$ cat src/hw/rtl/tbe_pkg.sv
package tbe_pkg;

    // Item codes carried in the mode field
    localparam logic [1:0] MODE_TICK  = 2'd0;
    localparam logic [1:0] MODE_START = 2'd1;
    localparam logic [1:0] MODE_STOP  = 2'd2;

    localparam int TICK_W = 32;

    typedef struct packed {
        logic [1:0]        mode;
        logic [3:0]        slot_index;
        logic              one_shot;
        logic [TICK_W-1:0] period_ticks;
    } in_beat_t;

    typedef struct packed {
        logic [3:0]        expired_slot;
        logic              stays_active;
        logic [TICK_W-1:0] tick_now;
        logic              last_event;
    } out_beat_t;

endpackage

$ cat src/hw/rtl/timer_bank_expiry.sv
// timer_bank_expiry: bank of one-shot / periodic timer slots on a 32-bit tick.
//
// Channels: in (in_valid/in_ready/in_data) takes tick, start and stop beats;
// out (out_valid/out_ready/out_data) gives one beat per expiry, in slot order,
// last_event set on the final beat of a tick. cfg_we/cfg_wdata write
// service_enable; ticks are dropped while it is 0.
//
// Sequence: start, stop, dropped ticks and unused codes finish in the idle
// state. A live tick is accepted, then the tick is incremented, then a walk
// over all slots runs through one shared 32-bit adder: each slot is read, an
// active slot is compared, and a periodic slot that rearms is advanced. A
// second walk then emits the expiries in slot order up to the last hit (it
// returns to idle when nothing expired); an out_ready stall holds it.
// in_ready is high only between items.
//
// Reset clears the tick, all active bits, the enable and the output valid.
// Slot start/period storage has no reset; it is only read for active slots,
// which a start has written. A stalled receiver holds the walk in its emit
// phase; the output register keeps the beat until taken.
module timer_bank_expiry #(
    parameter int TIMER_SLOTS = 16
) (
    input  logic              clk,
    input  logic              rst_n,
    input  logic              in_valid,
    output logic              in_ready,
    input  tbe_pkg::in_beat_t in_data,
    output logic              out_valid,
    input  logic              out_ready,
    output tbe_pkg::out_beat_t out_data,
    input  logic              cfg_we,
    input  logic              cfg_wdata
);

    localparam int IDX_W = (TIMER_SLOTS > 1) ? $clog2(TIMER_SLOTS) : 1;
    localparam logic [IDX_W-1:0] LAST_IDX = IDX_W'(TIMER_SLOTS - 1);

    typedef enum logic [5:0] {
        S_IDLE = 6'b000001,
        S_INC  = 6'b000010,
        S_RD   = 6'b000100,
        S_CMP  = 6'b001000,
        S_ADV  = 6'b010000,
        S_EMIT = 6'b100000
    } state_t;

    state_t state_reg, state_next;

    logic [tbe_pkg::TICK_W-1:0] tick_reg, tick_next;
    logic [IDX_W-1:0]           walk_idx_reg, walk_idx_next;
    logic [TIMER_SLOTS-1:0]     active_reg, active_next;
    logic [TIMER_SLOTS-1:0]     one_shot_reg, one_shot_next;
    logic [TIMER_SLOTS-1:0]     hit_reg, hit_next;
    logic                       enable_reg, enable_next;
    logic                       out_valid_reg, out_valid_next;
    tbe_pkg::out_beat_t         out_data_reg, out_data_next;

    // slot storage: one write port, one registered read port at walk_idx
    logic [tbe_pkg::TICK_W-1:0] start_mem_reg [TIMER_SLOTS];
    logic [tbe_pkg::TICK_W-1:0] period_mem_reg [TIMER_SLOTS];
    logic [tbe_pkg::TICK_W-1:0] rd_start_reg;
    logic [tbe_pkg::TICK_W-1:0] rd_period_reg;

    logic                       start_we;
    logic                       period_we;
    logic [IDX_W-1:0]           mem_waddr;
    logic [tbe_pkg::TICK_W-1:0] mem_wstart;
    logic [tbe_pkg::TICK_W-1:0] mem_wperiod;

    // shared adder: tick increment, elapsed time, start advance
    logic [tbe_pkg::TICK_W-1:0] add_a;
    logic [tbe_pkg::TICK_W-1:0] add_b;
    logic                       add_cin;
    logic [tbe_pkg::TICK_W-1:0] add_sum;

    logic                       in_range;
    logic [IDX_W-1:0]           in_addr;
    logic                       last_slot;
    state_t                     step_state;
    logic [IDX_W-1:0]           step_idx;
    logic [TIMER_SLOTS-1:0]     hit_left;
    logic                       out_free;
    logic                       load_out;
    logic                       emit_last;

    assign in_ready  = (state_reg == S_IDLE);
    assign out_valid = out_valid_reg;
    assign out_data  = out_data_reg;

    assign in_range = 32'(in_data.slot_index) < 32'(TIMER_SLOTS);
    assign in_addr  = IDX_W'(in_data.slot_index);

    assign last_slot  = (walk_idx_reg == LAST_IDX);
    assign step_state = last_slot ? S_EMIT : S_RD;
    assign step_idx   = last_slot ? '0 : walk_idx_reg + IDX_W'(1);

    assign hit_left = hit_reg & ~(TIMER_SLOTS'(1) << walk_idx_reg);
    assign out_free = !out_valid_reg || out_ready;

    always_comb
    begin
        unique case (state_reg)
            S_INC:
            begin
                add_a   = tick_reg;
                add_b   = '0;
                add_cin = 1'b1;
            end
            S_ADV:
            begin
                add_a   = rd_start_reg;
                add_b   = rd_period_reg;
                add_cin = 1'b0;
            end
            default:
            begin
                // elapsed = tick - start
                add_a   = tick_reg;
                add_b   = ~rd_start_reg;
                add_cin = 1'b1;
            end
        endcase
    end

    assign add_sum = add_a + add_b + tbe_pkg::TICK_W'(add_cin);

    always_comb
    begin
        state_next     = state_reg;
        tick_next      = tick_reg;
        walk_idx_next  = walk_idx_reg;
        active_next    = active_reg;
        one_shot_next  = one_shot_reg;
        hit_next       = hit_reg;
        enable_next    = enable_reg;
        out_valid_next = out_valid_reg;
        out_data_next  = out_data_reg;
        start_we       = 1'b0;
        period_we      = 1'b0;
        mem_waddr      = walk_idx_reg;
        mem_wstart     = add_sum;
        mem_wperiod    = rd_period_reg;
        load_out       = 1'b0;
        emit_last      = (hit_left == '0);

        if (out_valid_reg && out_ready)
        begin
            out_valid_next = 1'b0;
        end
        if (cfg_we)
        begin
            enable_next = cfg_wdata;
        end

        unique case (state_reg)
            S_IDLE:
            begin
                if (in_valid)
                begin
                    unique case (in_data.mode)
                        tbe_pkg::MODE_START:
                        begin
                            if (in_range)
                            begin
                                start_we   = 1'b1;
                                period_we  = 1'b1;
                                mem_waddr  = in_addr;
                                mem_wstart = tick_reg;
                                mem_wperiod = (in_data.period_ticks == '0)
                                            ? tbe_pkg::TICK_W'(1) : in_data.period_ticks;
                                active_next[in_addr]   = 1'b1;
                                one_shot_next[in_addr] = in_data.one_shot;
                            end
                        end
                        tbe_pkg::MODE_STOP:
                        begin
                            if (in_range)
                            begin
                                active_next[in_addr] = 1'b0;
                            end
                        end
                        tbe_pkg::MODE_TICK:
                        begin
                            if (enable_reg)
                            begin
                                state_next = S_INC;
                            end
                        end
                        default:
                        begin
                        end
                    endcase
                end
            end
            S_INC:
            begin
                tick_next     = add_sum;
                walk_idx_next = '0;
                hit_next      = '0;
                state_next    = S_RD;
            end
            S_RD:
            begin
                if (active_reg[walk_idx_reg])
                begin
                    state_next = S_CMP;
                end
                else
                begin
                    state_next    = step_state;
                    walk_idx_next = step_idx;
                end
            end
            S_CMP:
            begin
                if (add_sum >= rd_period_reg)
                begin
                    hit_next[walk_idx_reg] = 1'b1;
                    if (one_shot_reg[walk_idx_reg])
                    begin
                        active_next[walk_idx_reg] = 1'b0;
                        state_next    = step_state;
                        walk_idx_next = step_idx;
                    end
                    else
                    begin
                        state_next = S_ADV;
                    end
                end
                else
                begin
                    state_next    = step_state;
                    walk_idx_next = step_idx;
                end
            end
            S_ADV:
            begin
                start_we      = 1'b1;
                state_next    = step_state;
                walk_idx_next = step_idx;
            end
            S_EMIT:
            begin
                if (hit_reg == '0)
                begin
                    state_next = S_IDLE;
                end
                else if (hit_reg[walk_idx_reg])
                begin
                    if (out_free)
                    begin
                        load_out       = 1'b1;
                        out_valid_next = 1'b1;
                        out_data_next.expired_slot = 4'(walk_idx_reg);
                        out_data_next.stays_active = !one_shot_reg[walk_idx_reg];
                        out_data_next.tick_now     = tick_reg;
                        out_data_next.last_event   = emit_last;
                        hit_next[walk_idx_reg]     = 1'b0;
                        if (emit_last)
                        begin
                            state_next = S_IDLE;
                        end
                        else
                        begin
                            walk_idx_next = walk_idx_reg + IDX_W'(1);
                        end
                    end
                end
                else
                begin
                    walk_idx_next = walk_idx_reg + IDX_W'(1);
                end
            end
            default:
            begin
                state_next = S_IDLE;
            end
        endcase
    end

    always_ff @(posedge clk or negedge rst_n)
    begin
        if (!rst_n)
        begin
            state_reg     <= S_IDLE;
            tick_reg      <= '0;
            walk_idx_reg  <= '0;
            active_reg    <= '0;
            one_shot_reg  <= '0;
            hit_reg       <= '0;
            enable_reg    <= 1'b0;
            out_valid_reg <= 1'b0;
        end
        else
        begin
            state_reg     <= state_next;
            tick_reg      <= tick_next;
            walk_idx_reg  <= walk_idx_next;
            active_reg    <= active_next;
            one_shot_reg  <= one_shot_next;
            hit_reg       <= hit_next;
            enable_reg    <= enable_next;
            out_valid_reg <= out_valid_next;
        end
    end

    always_ff @(posedge clk)
    begin
        out_data_reg <= out_data_next;
    end

    always_ff @(posedge clk)
    begin
        if (start_we)
        begin
            start_mem_reg[mem_waddr] <= mem_wstart;
        end
        if (period_we)
        begin
            period_mem_reg[mem_waddr] <= mem_wperiod;
        end
        rd_start_reg  <= start_mem_reg[walk_idx_reg];
        rd_period_reg <= period_mem_reg[walk_idx_reg];
    end

    // a live tick moves the counter by exactly one
    a_tick_step: assert property (@(posedge clk) disable iff (!rst_n)
        (in_valid && in_ready && in_data.mode == tbe_pkg::MODE_TICK && enable_reg)
        |-> ##2 (tick_reg == $past(tick_reg, 2) + tbe_pkg::TICK_W'(1)))
        else $error("tick did not advance by one");

    // the beat flagged last leaves no expiry behind
    a_last_drains: assert property (@(posedge clk) disable iff (!rst_n)
        (load_out && emit_last) |=> (hit_reg == '0))
        else $error("expiries left after last beat");

    // no pending expiry while taking new items
    a_idle_clean: assert property (@(posedge clk) disable iff (!rst_n)
        in_ready |-> (hit_reg == '0))
        else $error("pending expiries while idle");

endmodule

$ cat config.mk
export PLATFORM = sky130hd
export DESIGN_NAME = timer_bank_expiry
export DESIGN_NICKNAME = d
export VERILOG_FILES = /design/src/hw/rtl/tbe_pkg.sv /design/src/hw/rtl/timer_bank_expiry.sv
export SDC_FILE = /design/constraint.sdc
export NUM_CORES = 1
export LEC_CHECK = 0
export ABC_AREA = 1
export BUFFER_PORTS_ARGS = -buffer_cell sky130_fd_sc_hd__buf_2
export CAP_MARGIN = 20
export CORE_AREA = 2 2 307 309
export DETAILED_ROUTE_END_ITERATION = 16
export DIE_AREA = 0 0 309 311
export PLACE_DENSITY = 0.72
export SYNTH_ARGS = -nofsm -noshare
export SYNTH_HDL_FRONTEND = slang
export SYNTH_SLANG_ARGS = --single-unit
$ cat constraint.sdc
create_clock -name clk -period 9.2 [get_ports clk]
set_input_delay 0.92 -clock clk [delete_from_list [all_inputs] [get_ports clk]]
set_output_delay 0.92 -clock clk [all_outputs]
set_load 0.01 [all_outputs]
# Yosys cells after proc, flatten, opt, wreduce, memory -nomap -nowiden
# Memory sizes are Yosys's and may differ from the RTL's. A register that Yosys moved wholly into a read port is not among the register bits.
# Cells that the tools add are included.
# word_totals
regBits	130
ram_bits	1024
input_bits	45
output_inout_bits	40
wordCells	146
n_memories	2
# mem_list
name	words	word_bits	rd	rd_clocked_by_memory_dff	wr	line_no	source
period_mem_reg	16	32	1	1	1	timer_bank_expiry.sv:60	logic [tbe_pkg::TICK_W-1:0] period_mem_reg [TIMER_SLOTS];
start_mem_reg	16	32	1	1	1	timer_bank_expiry.sv:59	logic [tbe_pkg::TICK_W-1:0] start_mem_reg [TIMER_SLOTS];
# op_classes
n_addsub	3
magnitude_cmp	5
n_eq_ne	25
shifts	1
n_mux	68
bitwise	11
n_reduce_logical	19
# op_table
operator	n
two-way mux 32 bit	8
two-way mux 16 bit	7
two-way mux 6 bit	11
AND 16 bit	4
one-hot mux 16 bit (2 select lines)	2
one-hot mux 32 bit (2 select lines)	1
inverter 16 bit	3
one-hot mux 16 bit (3 select lines)	1
two-way mux 4 bit	11
one-hot mux 6 bit (6 select lines)	1
adder 32 x 1 -> 32 bit	1
adder 32 bit	1
greater-or-equal comparator 32 bit	1
zero test 16 bit	2
zero test 32 bit	1
inverter 32 bit	1
bitwise OR 16 bit	2
one-hot mux 4 bit (5 select lines)	1
two-way mux 1 bit	18
inequality test 3 bit, second input constant	6
bitwise mux 16 bit	1
<< shifter 1 x 4 -> 16 bit, first input constant	1
inequality test 2 bit, second input constant	7
binary-select mux 1 bit (select 4 bit)	3
28 further kinds	37

# Logic depth before layout (Yosys ltp)
# Gate-level depths: netlist (run 1).
# logic_depth
depth_word	10
mapped_depth	30
ltp_nobuf	29

# Least setup slack after synthesis (run 1)
# OpenSTA, ideal clock, no wires.
# synth_timing
path_type	reg-to-reg
startpoint	reg state_reg[0]
endpoint	reg (tool-made name)
setup_time_ps	118
arrival_time_ps	4497
t_required_ps	9082
slack_ps	4586
stages_incl_launch_ff	31
period_less_slack_ps	4614
cell_sequence	dfstp_2 nor2_1 nand4_1 buf_2 nand2_1 clkbuf_1 nor2_1 a21oi_1 fa_1 fa_1 nand3b_1 nand2_1 nand2_1 nand2_1 nand3b_1 nand2_1 nand2_1 nand2_1 nand2_1 and2_1 ha_1 nand2_1 o21ai_0 nand2_1 a21oi_1 nor2_1 nand3_1 buf_2 nand3_2 nand2_1 nand2_1
# synth_rtl
element	line_no	source
from (decl)	timer_bank_expiry.sv:47	state_t state_reg, state_next;
from (signal assigned)	timer_bank_expiry.sv:296	state_reg <= state_next;

# Worst setup path after layout (run 1)
# layout_timing
startpoint	reg state_reg[2]
endpoint	reg hit_reg[7]
# layout_via
elab_chain_len	7
# layout_rtl
element	line_no	source
== test 6 x 5 -> 1 bit / == test 6 x 2 -> 1 bit (equally long branches)	timer_bank_expiry.sv:102	unique case (state_reg)
one-hot mux 32 bit (2 select lines) / two-way mux 32 bit (equally long branches)	timer_bank_expiry.sv:102	
adder 32 bit	timer_bank_expiry.sv:125	assign add_sum = add_a + add_b + tbe_pkg::TICK_W'(add_cin);
adder 32 x 1 -> 32 bit (*)	timer_bank_expiry.sv:125	
via add_sum, one bit	timer_bank_expiry.sv:74	logic [tbe_pkg::TICK_W-1:0] add_sum;
greater-or-equal comparator 32 bit (*)	timer_bank_expiry.sv:216	if (add_sum >= rd_period_reg)
inequality test 2 bit (no source line) (*)	-	
AND reduction 5 bit (no source line) (*)	-	
to (signal assigned)	timer_bank_expiry.sv:301	hit_reg <= hit_next;
to (decl)	timer_bank_expiry.sv:53	logic [TIMER_SLOTS-1:0] hit_reg, hit_next;
# Mark *: on every way through the listed nets, which the timed path passes. The rest lies on a longest branch.
# A chain may end at the register's enable or synchronous reset.

==> results of run 1 <==
worst max path at each step:
| stage | start | to | slack [ns] | depth (start not counted) |
|---|---|---|---|---|
| final | state_reg[2] | hit_reg[7] | 2.47 | 27 |
| after CTS | state_reg[2] | hit_reg[15] | 2.70 | 27 |
| after detailed placement | state_reg[2] | hit_reg[6] | 2.73 | 27 |
| after floorplan | state_reg[0] | flop | 4.59 | 30 |
| after global placement | state_reg[2] | hit_reg[1] | 2.85 | 27 |
| after global routing | state_reg[3] | hit_reg[15] | 2.00 | 27 |
layout by cell type (no fill, tap or decap), types with 68 or more instances in the layout:
cell type	synthesis	layout
nor2_1	663	631
o21ai_0	687	686
nand2_1	816	816
dfrtp_1	91	89
edfxtp_1	1062	1062
clkbuf_16	0	113
ha_1	68	68
buf_4	3	110
inv_1	210	208
nand4_1	89	89
nand3_1	85	85
o22ai_1	292	292
buf_2	63	83
metal layers:
layer | vias up | track usage | share of wire
met4 | 2 | 0.119 | 0.039
li1 | 16400 | - | -
met2 | 1884 | 0.442 | 0.46
met3 | 274 | 0.0469 | 0.10
met5 | - | 0 | 0.000079
met1 | 17400 | 0.412 | 0.40
stage by stage:
| step | instance area [um^2] | instances | worst slack [ns] | total power, mW |
|---|---|---|---|---|
| 2_1_floorplan | 51400 | 4589 | 4.59 | 11.9 |
| 3_3_place_gp | 53400 | 5774 | 2.85 | 13.9 |
| 3_5_place_dp | 53400 | 5774 | 2.73 | 14.0 |
| 4_1_cts | 57100 | 5990 | 2.70 | 18.6 |
| 5_1_grt | 57100 | 5993 | 2.00 | 19.6 |
| 6_report | 57100 | 5993 | 2.47 | 18.7 |
power groups by stage:
stage	clock network, mW	logic, mW	registers, mW
CTS	4.64	5.85	8.09
global route	4.86	6.67	8.12
floorplan	0	3.91	8.03
global placement	0	5.72	8.20
detailed placement	0	5.82	8.20
finish	4.60	5.96	8.11
cell families (layout without fill, tap and decap cells):
group                    Yosys count  count (layout)  synth area share
AND/OR/NAND/NOR                 1716            1716             0.136
flip-flops                      1218            1218             0.690
AO/OA/AOI/OAI                   1088            1088             0.115
buffers and inverters            480             630            0.0386
adder cells (fa/ha/maj)           70              70            0.0173
XOR/XNOR                          16              16           0.00273
multiplexers                       1               1          0.000195
cell usage after synthesis, types with 4 or more instances:
cell type and n:
nor3_1 11, o21ai_1 15, nor2_2 7, o21bai_1 5, nor2_4 5, o22ai_1 292
buf_1 10, buf_6 11, dfxtp_1 64, nor4_1 7, inv_4 4, nand4_1 89
o21ai_0 687, edfxtp_1 1062, a21oi_1 67, nand2_2 7, inv_1 210, xor2_1 15
nand3_2 12, buf_2 63, nor2_1 663, nand2_1 816, nand3_1 85, dfrtp_1 91
a21o_1 5, clkbuf_1 175, ha_1 68
cell type report:
type,instances,area [um^2]
clock buffer,149,3040
multi-input combinational,2891,14200
timing repair buffer,196,1300
inverter,218,846
tap,1254,1570
sequential,1218,35500
clock inverter,67,641
fill,7130,35700
==> reports/metrics.yaml, run 1 <==
run_status:
  status: "completed"
sta:
  timing.final.crit_share: 0.731
  finalSetupTns_ns: 0
  period_needed_ns: 6.73
  fmax_ghz: 0.149
  slew_viol_final: 0
  clock_skew_ns: 0.0250
  setup_violations: 0
  holdWs_ns: 0.155
  slew_headroom: 0.225
  hold_viol: 0
  tightest_slew_ns: 1.16
  rsz0062_at_grt: "no"
global_routing:
  grt_overflow: 0
  grt_start_max_net_pins: 231
  grt_pass1_vias: 33400
  grt_pass1_wl_um: 208000
  antenna_found_initial: 4
  gr-usage-all-layers: 0.288
route:
  antenna_left: 0
  finalWirelength_um: 140000
  drc: 0
  drtIter0Drc: 4785
  wire_per_inst_um: 23.3
  vias: 36000
  first_pass_iters: 8
  vias_per_cell: 6.01
floorplan:
  die_height_um: 311
  die-area_mm2: 0.0961
  start_util: 0.554
  core_area_mm2: 0.0928
  rows: 112
  io_pins: 85
  die_x_um: 309
cells_and_area:
  final_util: 0.616
  diodes: 0
  areaGrowthSynthToFinish_pct: 11.1
  drive_above_1_share: 0.0943
  final_nets: 4753
clock_tree:
  cts_tree: "done"
  clkTransAtPathRegs_ns: 0.07
  postCtsHoldBufs: 0
  clockBufferDepth: 3
  cts_root_buffer: "clkbuf_16"
  post_cts_buffers: 0
  post_cts_resize_count: 0
  htreeDepth: 3
  clk_latency_ns: 0.71
  cts.sinks: 1218
  cts_buffers: 113
power_and_ir_drop:
  swShare: 0.357
  power_frac_seq: 0.434
  power.share.clock: 0.246
  powerDensity_mw_per_mm2: 327
  internal_power_mw: 12.0
  cellLeakagePower_nw: 20.8
  p_switching_mw: 6.66
  combinationalPowerShare: 0.319
  irDropWorstVdd_uv: 286
worst_setup_path:
  crit_path_top_delay_cell: "inv_2"
  arrival_ns: 7.30
  crit_buf_inv: 3
  worst_ep_required_time_ns: 9.78
  regToRegStartpoint: "state_reg[2]"
  crit_type: "reg -> reg"
  critPathCaptureType: "flop"
  worstReg2RegEnd: "hit_reg[7]"
  path_max_fanout: 55
  reg2reg_depth: 27
  rrSetupSlack_ns: 2.47
  slowest_delay_ns: 0.75
  path_delay_family: "simple AND/OR/NAND/NOR gates"
  cpMostUsedCell: "nand2_1"
  startpoint_type: "flop"
synthesis:
  synth_largest_area_cell: "edfxtp_1"
  synthesis.nets: 4704
  netlist_area_mm2: 0.0514
  synth-seq-cells: 1218
  ys_dominant_reg_cell: "edfxtp_1"
  synth_edf_count: 1062
  synth-async-reset-ratio: 0.0755
  synth.top_cell.area_share: 0.620
  yosys_warnings: 0
  yosysUniqueCellTypes: 52
  yosysSeqAreaShare: 0.690
  synth.top_cells.by_area: "edfxtp_1 (62%), o21ai_0 (6.7%), nand2_1 (6.0%), nor2_1 (4.8%), dfrtp_1 (4.4%)"
  synth.avg_cell_area_um2: 11.2
  synthCells: 4589
place:
  io_buffers: 84
  dp_hpwl_um: 76500
  gp_congestion: 0.971
job:
  drv_cap: 0
hold_path:
  hp-class: "in -> async"
(Power assumes the default switching activity.)
==> run 2, diff against run 1 <==
--- a/config.mk
+++ b/config.mk
@@ -5,12 +5,12 @@
 export SDC_FILE = /design/constraint.sdc
 export NUM_CORES = 1
 export LEC_CHECK = 0
-export ABC_AREA = 1
+export ABC_AREA = 0
 export BUFFER_PORTS_ARGS = -buffer_cell sky130_fd_sc_hd__buf_2
 export CAP_MARGIN = 20
-export CORE_AREA = 2 2 307 309
+export CORE_AREA = 2 2 301 303
 export DETAILED_ROUTE_END_ITERATION = 16
-export DIE_AREA = 0 0 309 311
+export DIE_AREA = 0 0 303 305
 export PLACE_DENSITY = 0.72
 export SYNTH_ARGS = -nofsm -noshare
 export SYNTH_HDL_FRONTEND = slang
==> constraint.sdc (replaced) <==
create_clock -name clk -period 6.4 [get_ports clk]
set_input_delay 0.64 -clock clk [delete_from_list [all_inputs] [get_ports clk]]
set_output_delay 0.64 -clock clk [all_outputs]
set_load 0.01 [all_outputs]
==> run 2 against run 1 <==
  * The run now ends with design-rule violations left
  * Register-to-register slack worse by 2.2 ns
  * Global-route usage down 1.5 points
  * Synthesized area decreased by 3.5%
  * Design area down 1.0%
  * Via count shrank 25%
  * Critical path depth decreased by 3
  * Critical endpoint is now walk_idx_reg[3]
  * Largest power group unchanged
==> reports/metrics.yaml, run 2 <==
sta:
  setup_violations: 0  # unchanged
  fmax_ghz: 0.162  # +9.2%
  fin_ws_ns: 0.238  # -2.23 ns
  slew_headroom: 0.263  # +0.0383
  rsz0062_at_grt: "no"
  timing.final.crit_share: 0.963  # +0.231
  slew_viol_final: 0  # unchanged
  period_needed_ns: 6.16  # -0.567 ns
  tightest_slew_ns: 1.10  # -0.0601 ns
  clock_skew_ns: 0.0296  # +0.00458 ns
  hold_viol: 0  # unchanged
synthesis:
  yosysUniqueCellTypes: 81  # +56%
  synth.most_common_cell: "edfxtp_1"
  synth-seq-cells: 1218  # unchanged
  synth-async-reset-ratio: 0.0755  # unchanged
  synth_edf_count: 1062  # unchanged
  yosys_warnings: 0  # unchanged
  synth_largest_area_cell: "edfxtp_1"
  synthesis.nets: 2823  # -40%
  synth.top_cell.area_share: 0.643  # +0.0224
  netlist_area_mm2: 0.0496  # -3.5%
  synth.avg_cell_area_um2: 18.3  # +64%
  synthCells: 2708  # -41%
  synthTopCellsByCount: "edfxtp_1 (1062), mux4_2 (323), nand2_1 (225)"
  synth.top_cells.by_area: "edfxtp_1 (64%), mux4_2 (15%), dfrtp_1 (4.6%), dfxtp_1 (2.6%), ha_1 (1.7%)"
  yosysSeqAreaShare: 0.715  # +0.0249
  ys_dominant_reg_cell: "edfxtp_1"
clock_tree:
  clockBufferDepth: 3  # unchanged
  clkTransAtPathRegs_ns: 0.06  # about the same
  htreeDepth: 3  # unchanged
  cts_root_buffer: "clkbuf_16"
  cts_tree: "done"
  cts.sinks: 1218  # unchanged
  clk_latency_ns: 0.69  # -0.02 ns
  cts_buffers: 115  # +1.8%
route:
  drtIter0Drc: 3379  # -29%
  finalWirelength_um: 125000  # -11%
  vias: 27200  # -25%
  vias_per_cell: 6.46  # +7.6%
  antenna_left: 0  # unchanged
  drc: 7  # +7
  wire_per_inst_um: 29.6  # +27%
  first_pass_iters: 11  # +3
floorplan:
  io_pins: 85  # unchanged
  die-area_mm2: 0.0924  # -3.8%
  start_util: 0.556  # +0.00132
  die_x_um: 303  # -1.9%
  die_height_um: 305  # -1.9%
  rows: 110  # -1.8%
  core_area_mm2: 0.0893  # -3.7%
worst_setup_path:
  setup.worst_path.start: "state_reg[3]"
  crit_type: "reg -> reg"
  regToRegStartpoint: "state_reg[3]"
  cp-endpoint: "walk_idx_reg[3]"
  rrSetupSlack_ns: 0.24  # -2.23 ns
  reg2reg_depth: 24  # -11%
  worstReg2RegEnd: "walk_idx_reg[3]"
  startpoint_type: "flop"
  path_max_fanout: 26  # -53%
  worst_ep_required_time_ns: 6.99  # -2.79 ns
  arrival_ns: 6.76  # -0.54 ns
  critPathCaptureType: "flop"
cells_and_area:
  final_nets: 3044  # -36%
  fillCellCount: 5997  # -16%
  final_common_cell: "edfxtp_1"
  drive_above_1_share: 0.281  # +0.187
  stdcell_area_mm2: 0.0565  # -1.0%
  diodes: 0  # unchanged
  areaGrowthSynthToFinish_pct: 13.9
  final_util: 0.633  # +0.0173
  final_cell_mix: "edfxtp_1 (1062), mux4_2 (323), nand2_1 (224)"
place:
  dp_hpwl_um: 74700  # -2.4%
  place_area_mm2: 0.0524  # -1.8%
  gp_congestion: 0.933  # -3.9%
  io_buffers: 84  # unchanged
  dp_slack_ns: -0.356  # -3.09 ns
run_status:
  violations: "design-rule violations"
  status: "finished, violations left"
global_routing:
  grt_overflow: 0  # unchanged
  gr-usage-all-layers: 0.273  # -0.0148
  grt_start_max_net_pins: 152  # -34%
  grt_pass1_vias: 27200  # -18%
  antenna_found_initial: 4  # unchanged
  grt_pass1_wl_um: 183000  # -12%
hold_path:
  whs_path_depth: 2
  hp-class: "in -> reg"
job:
  drv_cap: 0  # unchanged
power_and_ir_drop:
  powerDensity_mw_per_mm2: 334  # +2.2%
  cellLeakagePower_nw: 18.7  # -9.9%
  irDropWorstVdd_uv: 464  # +62%
## run 2: how the worst min path moves through the flow
stage | from | end
5_1_grt | cfg_wdata | enable_reg
3_3_place_gp | flop | flop
3_5_place_dp | flop | flop
2_1_floorplan | rst_n | async pin
6_report | cfg_wdata | enable_reg
4_1_cts | cfg_wdata | enable_reg
## run 2: repair_timing
action,in CTS,in global routing
resized for setup,10,26
hold buffers,1,0
setup endpoints to repair,38,38
hold endpoints to repair,41,0
cloned,1,0
buffers inserted,4,3
pin swaps,3,13
## run 2: per-stage QoR
step	hold WS (ns)	power [mW]	std cells	setup TNS [ns]
4_1_cts	0.206	19.0	4199	0
3_3_place_gp	0.450	12.2	3947	-5.72
6_report	0.235	18.9	4206	0
2_1_floorplan	0.344	11.3	2708	0
5_1_grt	0.221	19.5	4206	0
3_5_place_dp	0.462	12.2	3975	-5.21
## run 2: worst max-delay path, stage by stage, from the launching register on
cell,delay [ns]
dfrtp_1,0.42
nor4_2,0.37
nand3b_1,0.23
buf_4,0.29
inv_1,0.16
buf_6,0.27
nand2_1,0.11
nand2_1,0.08
ha_2,0.31
a21o_1,0.25
a221o_1,0.38
a211o_1,0.29
or3_4,0.35
a2111o_1,0.43
o311ai_2,0.11
ha_1,0.31
nand3_1,0.09
nand2_1,0.08
a221oi_2,0.35
nor3_1,0.08
nor3_1,0.23
buf_4,0.17
o211ai_4,0.06
or4_1,0.54
o211ai_2,0.10
## run 2: cell type report
cell class	count	area, um^2	share of cell area
Timing Repair Buffer	240	1760	0.0311
Multi-Input combinational cell	1277	13700	0.243
Inverter	77	292	0.00516
Sequential cell	1218	35500	0.628
Clock inverter	62	626	0.0111
Tap cell	1176	1470	0.0260
Clock buffer	156	3180	0.0563
## run 2: power breakdown
group          internal (mW)  switching [mW]
logic                   1.12            1.67
registers               8.95           0.334
clock network           3.90            2.91
total                   14.0            4.91
## run 2: layer usage
layer / GRT usage / wire [um] / vias to the layer above
met5: 0 / 0 / -
met4: 0.0841 / 3690 / 0
met3: 0.0523 / 11100 / 179
met2: 0.425 / 59900 / 1306
met1: 0.397 / 49900 / 14400
li1: - / - / 11300
## run 2: cell families after synthesis
family                   Yosys count  synth area share
AO/OA/AOI/OAI                    367            0.0449
XOR/XNOR                          25           0.00441
adder cells (fa/ha/maj)           70            0.0180
buffers and inverters            213            0.0170
flip-flops                      1218             0.715
multiplexers                     368             0.159
AND/OR/NAND/NOR                  447            0.0414
